<file path="src/rtl/assert_macros.svh">
// ----------------------------------------------------------------------------
// Assertion macros
// Shared concurrent assertion forms for the mixer RTL.
// ----------------------------------------------------------------------------
`ifndef ASSERT_MACROS_SVH
`define ASSERT_MACROS_SVH

// The consequent must hold in the same cycle as the antecedent.
`define ACM_ASSERT_SAME(name, clk, rst_n, ante, cons) \
    name: assert property (@(posedge clk) disable iff (!rst_n) (ante) |-> (cons)) \
        else $error("mixer assertion failed");

// The consequent must hold in the cycle after the antecedent.
`define ACM_ASSERT_NEXT(name, clk, rst_n, ante, cons) \
    name: assert property (@(posedge clk) disable iff (!rst_n) (ante) |=> (cons)) \
        else $error("mixer assertion failed");

`endif

</file>
<file path="src/rtl/acm_pkg.sv">
// ----------------------------------------------------------------------------
// acm_pkg
// Shared types and constants of the audio channel mixer.
// ----------------------------------------------------------------------------
`timescale 1ns / 1ps
`default_nettype none

package acm_pkg;

    localparam int MAX_VOLUME_DEF = 255;

    localparam int SAMPLE_W = 16;
    localparam int VOL_W    = 8;
    localparam int CFG_W    = 8;
    localparam int CFG_IDX_W = 1;
    localparam int ACC_W    = 24;
    localparam int GAIN_W   = 17;
    localparam int TERM_W   = 35;
    localparam int RECIP_SHIFT = 25;

    localparam logic [CFG_IDX_W-1:0] CFG_GLOBAL_VOLUME = 1'b0;
    localparam logic [CFG_IDX_W-1:0] CFG_OUTPUT_WIDE   = 1'b1;

    localparam logic [VOL_W-1:0] GLOBAL_VOLUME_RESET = 8'd128;

    typedef struct packed {
        logic load;
        logic mul;
        logic recip;
        logic corr;
        logic scale;
        logic accum;
        logic emit;
    } cmd_t;

    typedef struct packed {
        logic last;
        logic out_stall;
    } sts_t;

endpackage

`default_nettype wire

</file>
<file path="src/rtl/acm_ctrl.sv">
// ----------------------------------------------------------------------------
// acm_ctrl
// Sequencer that steps one input word through the mixer datapath.
// ----------------------------------------------------------------------------
`timescale 1ns / 1ps
`default_nettype none

module acm_ctrl (
    input  wire logic         clk,
    input  wire logic         rst_n,
    input  wire logic         s_tvalid,
    output logic              s_tready,
    input  acm_pkg::sts_t     sts,
    output acm_pkg::cmd_t     cmd
);

    typedef enum logic [6:0] {
        ST_IDLE  = 7'b0000001,
        ST_MUL   = 7'b0000010,
        ST_RECIP = 7'b0000100,
        ST_CORR  = 7'b0001000,
        ST_SCALE = 7'b0010000,
        ST_ACCUM = 7'b0100000,
        ST_EMIT  = 7'b1000000
    } state_t;

    state_t state_reg;
    state_t state_next;

    always_comb
    begin
        state_next = state_reg;
        cmd        = '0;
        unique case (state_reg)
            ST_IDLE:
            begin
                if (s_tvalid)
                begin
                    cmd.load   = 1'b1;
                    state_next = ST_MUL;
                end
            end
            ST_MUL:
            begin
                cmd.mul    = 1'b1;
                state_next = ST_RECIP;
            end
            ST_RECIP:
            begin
                cmd.recip  = 1'b1;
                state_next = ST_CORR;
            end
            ST_CORR:
            begin
                cmd.corr   = 1'b1;
                state_next = ST_SCALE;
            end
            ST_SCALE:
            begin
                cmd.scale  = 1'b1;
                state_next = ST_ACCUM;
            end
            ST_ACCUM:
            begin
                cmd.accum  = 1'b1;
                state_next = sts.last ? ST_EMIT : ST_IDLE;
            end
            ST_EMIT:
            begin
                if (!sts.out_stall)
                begin
                    cmd.emit   = 1'b1;
                    state_next = ST_IDLE;
                end
            end
            default:
            begin
                state_next = ST_IDLE;
            end
        endcase
    end

    assign s_tready = (state_reg == ST_IDLE);

    always_ff @(posedge clk or negedge rst_n)
    begin
        if (!rst_n)
        begin
            state_reg <= ST_IDLE;
        end
        else
        begin
            state_reg <= state_next;
        end
    end

endmodule

`default_nettype wire

</file>
<file path="src/rtl/acm_datapath.sv">
// ----------------------------------------------------------------------------
// acm_datapath
// Gain computation, sample scaling, saturating accumulation and output clip.
// ----------------------------------------------------------------------------
`timescale 1ns / 1ps
`default_nettype none

`include "assert_macros.svh"

module acm_datapath #(
    parameter int MAX_VOLUME = acm_pkg::MAX_VOLUME_DEF
) (
    input  wire logic                          clk,
    input  wire logic                          rst_n,
    input  wire logic                          cfg_we,
    input  wire logic [acm_pkg::CFG_IDX_W-1:0] cfg_index,
    input  wire logic [acm_pkg::CFG_W-1:0]     cfg_data,
    input  wire logic [23:0]                   s_tdata,
    input  wire logic [1:0]                    s_tuser,
    input  wire logic                          s_tlast,
    output logic                               m_tvalid,
    input  wire logic                          m_tready,
    output logic [15:0]                        m_tdata,
    output logic [0:0]                         m_tuser,
    input  acm_pkg::cmd_t                      cmd,
    output acm_pkg::sts_t                      sts
);

    localparam int GW  = acm_pkg::GAIN_W;
    localparam int RS  = acm_pkg::RECIP_SHIFT;
    localparam int RW  = RS + 1;
    localparam int QW  = GW + RW;
    localparam int MW  = GW + 8;
    localparam int TW  = acm_pkg::TERM_W;
    localparam int AW  = acm_pkg::ACC_W;
    localparam int SW  = acm_pkg::SAMPLE_W;

    localparam logic [RW-1:0] RECIP = RW'((64'd1 << RS) / MAX_VOLUME);
    localparam logic [MW-1:0] MAXV  = MW'(MAX_VOLUME);
    localparam logic signed [AW+11:0] ACC_HI = (AW+12)'((64'sd1 <<< (AW-1)) - 1);
    localparam logic signed [AW+11:0] ACC_LO = -(AW+12)'(64'sd1 <<< (AW-1));

    logic [7:0]        gvol_reg, gvol_next;
    logic              owide_reg, owide_next;

    logic [SW-1:0]     raw_reg;
    logic [7:0]        vol_reg;
    logic              swide_reg;
    logic              has_reg;
    logic              last_reg;

    logic [GW-1:0]     prod_reg, prod_next;
    logic [GW-1:0]     q0_reg, q0_next;
    logic [GW-1:0]     gain_reg, gain_next;
    logic signed [TW-1:0] term_reg, term_next;
    logic signed [AW-1:0] acc_reg, acc_next;

    logic              ovalid_reg, ovalid_next;
    logic [SW-1:0]     odata_reg, odata_next;
    logic              oclip_reg, oclip_next;

    logic [8:0]        vol_p1;
    logic [16:0]       vol_mul;
    logic [QW-1:0]     recip_prod;
    logic [MW-1:0]     q0_times_m;
    logic [MW-1:0]     remainder;
    logic signed [16:0] op_s;
    logic signed [TW-1:0] contrib;
    logic signed [AW+11:0] sum;
    logic signed [AW:0]   acc_bias;
    logic signed [16:0]   acc_div;

    always_comb
    begin
        gvol_next  = gvol_reg;
        owide_next = owide_reg;
        if (cfg_we)
        begin
            unique case (cfg_index)
                acm_pkg::CFG_GLOBAL_VOLUME: gvol_next  = cfg_data;
                acm_pkg::CFG_OUTPUT_WIDE:   owide_next = cfg_data[0];
                default:                    gvol_next  = gvol_reg;
            endcase
        end
    end

    always_comb
    begin
        vol_p1     = {1'b0, vol_reg} + 9'd1;
        vol_mul    = 17'(vol_p1) * 17'(gvol_reg);
        prod_next  = {vol_mul[15:0], 1'b0};

        recip_prod = QW'(prod_reg) * QW'(RECIP);
        q0_next    = recip_prod[RS+GW-1:RS];

        q0_times_m = MW'(q0_reg) * MAXV;
        remainder  = MW'(prod_reg) - q0_times_m;
        gain_next  = (remainder >= MAXV) ? q0_reg + GW'(1) : q0_reg;

        if (swide_reg)
        begin
            op_s = 17'($signed(raw_reg));
        end
        else
        begin
            op_s = $signed({9'b0, raw_reg[7:0]}) - 17'sd127;
        end
        term_next = TW'(op_s) * TW'($signed({1'b0, gain_reg}));

        if (swide_reg)
        begin
            contrib = (term_reg + (term_reg[TW-1] ? TW'(255) : TW'(0))) >>> 8;
        end
        else
        begin
            contrib = term_reg;
        end
        sum = (AW+12)'(acc_reg) + (AW+12)'(contrib);
        acc_next = acc_reg;
        if (cmd.accum && has_reg)
        begin
            priority if (sum > ACC_HI)
            begin
                acc_next = AW'(ACC_HI);
            end
            else if (sum < ACC_LO)
            begin
                acc_next = AW'(ACC_LO);
            end
            else
            begin
                acc_next = AW'(sum);
            end
        end
        else if (cmd.emit)
        begin
            acc_next = '0;
        end
    end

    always_comb
    begin
        acc_bias = (AW+1)'(acc_reg) + (acc_reg[AW-1] ? (AW+1)'(255) : (AW+1)'(0));
        acc_div  = 17'(acc_bias >>> 8);
        odata_next  = odata_reg;
        oclip_next  = oclip_reg;
        ovalid_next = ovalid_reg && !m_tready;
        if (cmd.emit)
        begin
            ovalid_next = 1'b1;
            if (owide_reg)
            begin
                priority if (acc_reg > AW'(32767))
                begin
                    odata_next = 16'h7FFF;
                    oclip_next = 1'b1;
                end
                else if (acc_reg < -AW'(32768))
                begin
                    odata_next = 16'h8000;
                    oclip_next = 1'b1;
                end
                else
                begin
                    odata_next = acc_reg[15:0];
                    oclip_next = 1'b0;
                end
            end
            else
            begin
                priority if (acc_div > 17'sd127)
                begin
                    odata_next = 16'd255;
                    oclip_next = 1'b1;
                end
                else if (acc_div < -17'sd127)
                begin
                    odata_next = 16'd0;
                    oclip_next = 1'b1;
                end
                else
                begin
                    odata_next = 16'(acc_div + 17'sd127);
                    oclip_next = 1'b0;
                end
            end
        end
    end

    always_ff @(posedge clk or negedge rst_n)
    begin
        if (!rst_n)
        begin
            gvol_reg   <= acm_pkg::GLOBAL_VOLUME_RESET;
            owide_reg  <= 1'b0;
            acc_reg    <= '0;
            ovalid_reg <= 1'b0;
        end
        else
        begin
            gvol_reg   <= gvol_next;
            owide_reg  <= owide_next;
            acc_reg    <= acc_next;
            ovalid_reg <= ovalid_next;
        end
    end

    always_ff @(posedge clk)
    begin
        if (cmd.load)
        begin
            raw_reg   <= s_tdata[15:0];
            vol_reg   <= s_tdata[23:16];
            swide_reg <= s_tuser[0];
            has_reg   <= s_tuser[1];
            last_reg  <= s_tlast;
        end
        if (cmd.mul)
        begin
            prod_reg <= prod_next;
        end
        if (cmd.recip)
        begin
            q0_reg <= q0_next;
        end
        if (cmd.corr)
        begin
            gain_reg <= gain_next;
        end
        if (cmd.scale)
        begin
            term_reg <= term_next;
        end
        odata_reg <= odata_next;
        oclip_reg <= oclip_next;
    end

    assign sts.last      = last_reg;
    assign sts.out_stall = ovalid_reg && !m_tready;

    assign m_tvalid = ovalid_reg;
    assign m_tdata  = odata_reg;
    assign m_tuser  = oclip_reg;

    `ACM_ASSERT_SAME(a_emit_not_stalled, clk, rst_n, cmd.emit, !(ovalid_reg && !m_tready))
    `ACM_ASSERT_NEXT(a_emit_shows_word, clk, rst_n, cmd.emit, m_tvalid)
    `ACM_ASSERT_NEXT(a_emit_clears_acc, clk, rst_n, cmd.emit, acc_reg == '0)

endmodule

`default_nettype wire

</file>
<file path="src/rtl/audio_channel_mixer_clip.sv">
// ----------------------------------------------------------------------------
// audio_channel_mixer_clip
// Mixes channel samples of one frame into a single clipped output sample.
// ----------------------------------------------------------------------------
// Channel   Dir  Contents
// s_*       in   tdata: sample_raw[15:0], channel_volume[23:16];
//                tuser: sample_wide, has_sample; tlast: last_in_frame
// m_*       out  tdata: mixed_out[15:0]; tuser: was_clipped
// cfg_*     in   index 0 global_volume, index 1 output_wide
//
// Each input word passes through gain multiply, reciprocal divide,
// remainder correction, sample scale and accumulate, which run in turn
// through one datapath, and the frame end adds an output clip step.
// The accumulator and configuration registers reset asynchronously on rst_n.
// A held output word stalls only the clip step of the next frame end.
// ----------------------------------------------------------------------------
`timescale 1ns / 1ps
`default_nettype none

module audio_channel_mixer_clip #(
    parameter int MAX_VOLUME = acm_pkg::MAX_VOLUME_DEF
) (
    input  wire logic                          clk,
    input  wire logic                          rst_n,
    input  wire logic                          cfg_we,
    input  wire logic [acm_pkg::CFG_IDX_W-1:0] cfg_index,
    input  wire logic [acm_pkg::CFG_W-1:0]     cfg_data,
    input  wire logic                          s_tvalid,
    output logic                               s_tready,
    // sample_raw [15:0], channel_volume [23:16]
    input  wire logic [23:0]                   s_tdata,
    // sample_wide [0], has_sample [1]
    input  wire logic [1:0]                    s_tuser,
    input  wire logic                          s_tlast,
    output logic                               m_tvalid,
    input  wire logic                          m_tready,
    // mixed_out [15:0]
    output logic [15:0]                        m_tdata,
    // was_clipped [0]
    output logic [0:0]                         m_tuser
);

    acm_pkg::cmd_t cmd;
    acm_pkg::sts_t sts;

    acm_ctrl u_ctrl (
        .clk      (clk),
        .rst_n    (rst_n),
        .s_tvalid (s_tvalid),
        .s_tready (s_tready),
        .sts      (sts),
        .cmd      (cmd)
    );

    acm_datapath #(
        .MAX_VOLUME (MAX_VOLUME)
    ) u_datapath (
        .clk       (clk),
        .rst_n     (rst_n),
        .cfg_we    (cfg_we),
        .cfg_index (cfg_index),
        .cfg_data  (cfg_data),
        .s_tdata   (s_tdata),
        .s_tuser   (s_tuser),
        .s_tlast   (s_tlast),
        .m_tvalid  (m_tvalid),
        .m_tready  (m_tready),
        .m_tdata   (m_tdata),
        .m_tuser   (m_tuser),
        .cmd       (cmd),
        .sts       (sts)
    );

endmodule

`default_nettype wire
</file>
<file path="config.mk">
export PLATFORM = sky130hd
export DESIGN_NAME = audio_channel_mixer_clip
export DESIGN_NICKNAME = d
export VERILOG_FILES = /design/src/rtl/acm_pkg.sv /design/src/rtl/acm_ctrl.sv /design/src/rtl/acm_datapath.sv /design/src/rtl/audio_channel_mixer_clip.sv
export VERILOG_INCLUDE_DIRS = /design/src /design/src/rtl
export SDC_FILE = /design/constraint.sdc
export NUM_CORES = 1
export LEC_CHECK = 0
export ABC_CLOCK_PERIOD_IN_PS = 7750
export BUFFER_PORTS_ARGS = -buffer_cell sky130_fd_sc_hd__buf_2
export CAP_MARGIN = 20
export CORE_ASPECT_RATIO = 0.75
export CORE_MARGIN = 2
export CORE_UTILIZATION = 60
export CTS_BUF_LIST = sky130_fd_sc_hd__clkbuf_8 sky130_fd_sc_hd__clkbuf_16
export CTS_CLUSTER_DIAMETER = 40
export DETAILED_ROUTE_END_ITERATION = 10
export HOLD_SLACK_MARGIN = 0.05
export PLACE_DENSITY = 0.79
export SLEW_MARGIN = 20
export SYNTH_ARGS = -nofsm -noshare
export SYNTH_HDL_FRONTEND = slang
export SYNTH_SLANG_ARGS = --single-unit
</file>
<file path="constraint.sdc">
create_clock -name clk -period 7.75 [get_ports clk]
set_clock_uncertainty 0.05 [all_clocks]
set_input_delay 0.3875 -clock clk [delete_from_list [all_inputs] [get_ports clk]]
set_output_delay 0.3875 -clock clk [all_outputs]
set_load 0.05 [all_outputs]
</file>
==> flow_summary_export.csv <==
group,metric,value,unit
global_route,grt_pass1_vias,17400,
sta,tightest_slew,1.06,ns
routing,vias_per_cell,5.93,
logic_synthesis,ys_seq_area_share,20.1,%
clock_network,cts_buffers,17,
die,fp.dieH,168,microns
global_route,overflow,0,
cells_and_area,num_antenna_cells,0,
global_route,grt_max_degree,54,
worst_setup_path,startpoint_type,"register",
sta,period_share,97.0,%
logic_synthesis,synthesis.area,21600,sq um
worst_setup_path,crit_family,"adder cells",
clock_network,h-tree-depth,4,
sta,setup_viol,0,
sta,finalSetupTns,0,ns
placed_design,portBuffers,59,
die,ios,60,
routing,drc_errors,0,
routing,wl_per_cell,18.1,microns
clock_network,clockBufferDepth,2,
clock_network,clk_pin_slew,0.07,ns
clock_network,cts-root-buf,"clkbuf_16",
global_route,antenna_found_initial,0,
logic_synthesis,ys.flop_type,"edfxtp_1",
die,dieArea,37600,sq um
sta,hold_violations,0,
global_route,grt_pass1_wl,86300,microns
routing,dr.first_iter.drc_count,1452,
cells_and_area,drive_above_1_share,8.26,%
logic_synthesis,syn_avg_cell_area,9.29,sq um
logic_synthesis,synth_nets,2854,
cells_and_area,largest_register_ffs,29,
placed_design,place_congestion,0.918,
worst_setup_path,crit_fanout,6,
die,rows,60,
die,core-area,35700,sq um
sta,slew_headroom,27.2,%
routing,ant_nets,0,
worst_setup_path,worstPathArrival,7.67,ns
die,die_width,223,microns
logic_synthesis,async_reset_ff_share,27.2,%
global_route,gr-usage-all-layers,28.5,%
sta,layout_setup_ws,0.229,ns
worst_setup_path,cp_slowest_cell,"fa_1",
worst_setup_path,crit_top_cell,"inv_1",
clock_network,cts_tree,"done",
logic_synthesis,syn_inst,2326,
worst_setup_path,crit_type,"register to register",
worst_setup_path,worstPathRequired,7.90,ns
worst_setup_path,critPathMaxStageDelay,0.58,ns
logic_synthesis,yosysWarningCount,0,
status,outcome,"finished, final reports clean",
sta,fmax,133,MHz
clock_network,cts.sinks,151,
worst_setup_path,endpoint_kind,"register",
sta,slew_viol_final,0,
cells_and_area,final_nets,2913,
worst_setup_path,worst-path-buf-inv,4,
logic_synthesis,synth_seq_cells,151,
clock_network,clk_latency,0.46,ns
routing,vias,17000,
logic_synthesis,synth_edf_count,110,
routing,drt_wl_total,51800,microns
routing,drtPass1Iterations,6,
placed_design,post-place-ws,0.126,ns
min_path,min_path_type,"input pin to register",
run,drv_cap,0,
placed_design,dp_hpwl,40800,microns
cells_and_area,area_growth,7.31,%
die,start_util,60.6,%
logic_synthesis,synth.distinct_cells,98,
sta,fin_crit,7.52,ns
[worst reg2reg max path, delay by kind of cell, from the launching register on]
kind	cells	cell delay, ns
AND/OR/NAND/NOR	6	1.31
XOR/XNOR	2	0.16
AO/OA/AOI/OAI	9	2.15
adder cells (fa/ha/maj)	6	2.82
flip-flops	1	0.40
buffers and inverters	4	0.39
[path summary, 6_finish.rpt]
path,startpoint,end,slack [ns],cells past startpoint
max,u_datapath.q0_reg[4],u_datapath.gain_reg[3],0.23,27
min,s_tdata[14],u_datapath.raw_reg[14],0.06,1
max reg2reg,u_datapath.q0_reg[4],u_datapath.gain_reg[3],0.23,27
min reg2reg,u_ctrl.state_reg[1],u_ctrl.state_reg[5],0.51,1
max in group asynchronous,rst_n,u_datapath.acc_reg[19],6.46,2
min in group asynchronous,rst_n,u_datapath.gvol_reg[6],0.57,2
[cells by family after synthesis]
family / count (synthesis) / share of synthesized area, %
xor+xnor: 130 / 5.33
fa+ha+maj: 487 / 36.8
flops: 151 / 20.1
buf+inv: 441 / 8.06
compound gates: 404 / 12.7
simple gates: 698 / 16.4
mux: 15 / 0.765
[stage by stage]
step / util (%) / std cells / area [sq um] / hold slack [ns]
2_1_floorplan: - / 2326 / 21600 / 0.0419
3_3_place_gp: 62.6 / 2805 / 22300 / 0.473
3_5_place_dp: 62.6 / 2805 / 22300 / 0.477
4_1_cts: 64.7 / 2856 / 23100 / 0.0516
5_1_grt: 65.0 / 2863 / 23200 / 0.0560
6_report: 65.0 / 2863 / 23200 / 0.0585
[per-layer routing]
metal | wire length, microns | up-vias | GRT usage (%) | part of all wire, %
li1 | - | 7892 | - | -
met1 | 23200 | 8378 | 41.0 | 45
met2 | 23700 | 607 | 45.1 | 46
met3 | 3510 | 95 | 4.00 | 6.8
met4 | 1310 | 0 | 8.96 | 2.5
met5 | 0 | - | 0 | 0
[synthesized netlist by cell type, types with 12 or more instances]
library cell  number  area (sq um)
inv_1            369          1390
fa_1             246          4920
nand2_1          243           912
ha_1             241          3020
and2_1           128           801
a21oi_1          123           616
edfxtp_1         110          3300
nor2_1            99           372
xnor2_1           85           744
o21ai_0           72           360
clkbuf_1          48           180
nand3_1           48           240
xor2_1            44           385
dfrtp_1           39           976
nor3_1            29           145
a21o_1            28           210
nor2b_1           27           169
and3_1            24           150
o21a_1            20           150
o211ai_1          18           135
a31oi_1           17           106
nand4_1           14          87.6
nand2b_1          13          81.3
or3_1             13          81.3
buf_2             12          60.1
mux2_2            12           135
[final cells by class]
type                            instances  area [sq um]
Multi-Input combinational cell       1735         15600
Fill cell                            2786         12500
Sequential cell                       151          4330
Inverter                              370          1390
Timing Repair Buffer                  110           726
Tap cell                              465           582
Clock buffer                           17           425
Clock inverter                         15           118
[placed cells by master (no fill, tap or decap), types with 10 or more instances in the layout]
cell           synthesis  layout
nand4_1               14      14
dfrtp_1               39      39
nand3_1               48      48
xnor2_1               85      84
ha_1                 241     241
inv_1                369     370
o21a_1                20      20
a21oi_1              123     123
mux2_2                12      12
xor2_1                44      44
o21bai_1              10      10
nand2b_1              13      13
nor3_1                29      29
clkbuf_16              0      17
nand2_1              243     243
o211ai_2              11      11
or3_1                 13      13
dlygate4sd3_1          0      19
o21ai_0               72      72
nor2_1                99      98
nor2b_1               27      27
and2_1               128     128
edfxtp_1             110     110
fa_1                 246     244
buf_4                  1      32
buf_2                 12      59
a21o_1                28      28
and3_1                24      24
o211ai_1              18      18
a31oi_1               17      17
[repair_timing]
action                                  in CTS  in global routing
hold buffers                                19                  0
endpoints found under the hold margin       25                  0
endpoints found under the setup margin       0                 11
setup buffers                                0                  6
resized for setup                            0                  6
Power is left out: the tool's default activity adds up to more than one toggle a clock period on the data nets, which glitch-free logic cannot reach.
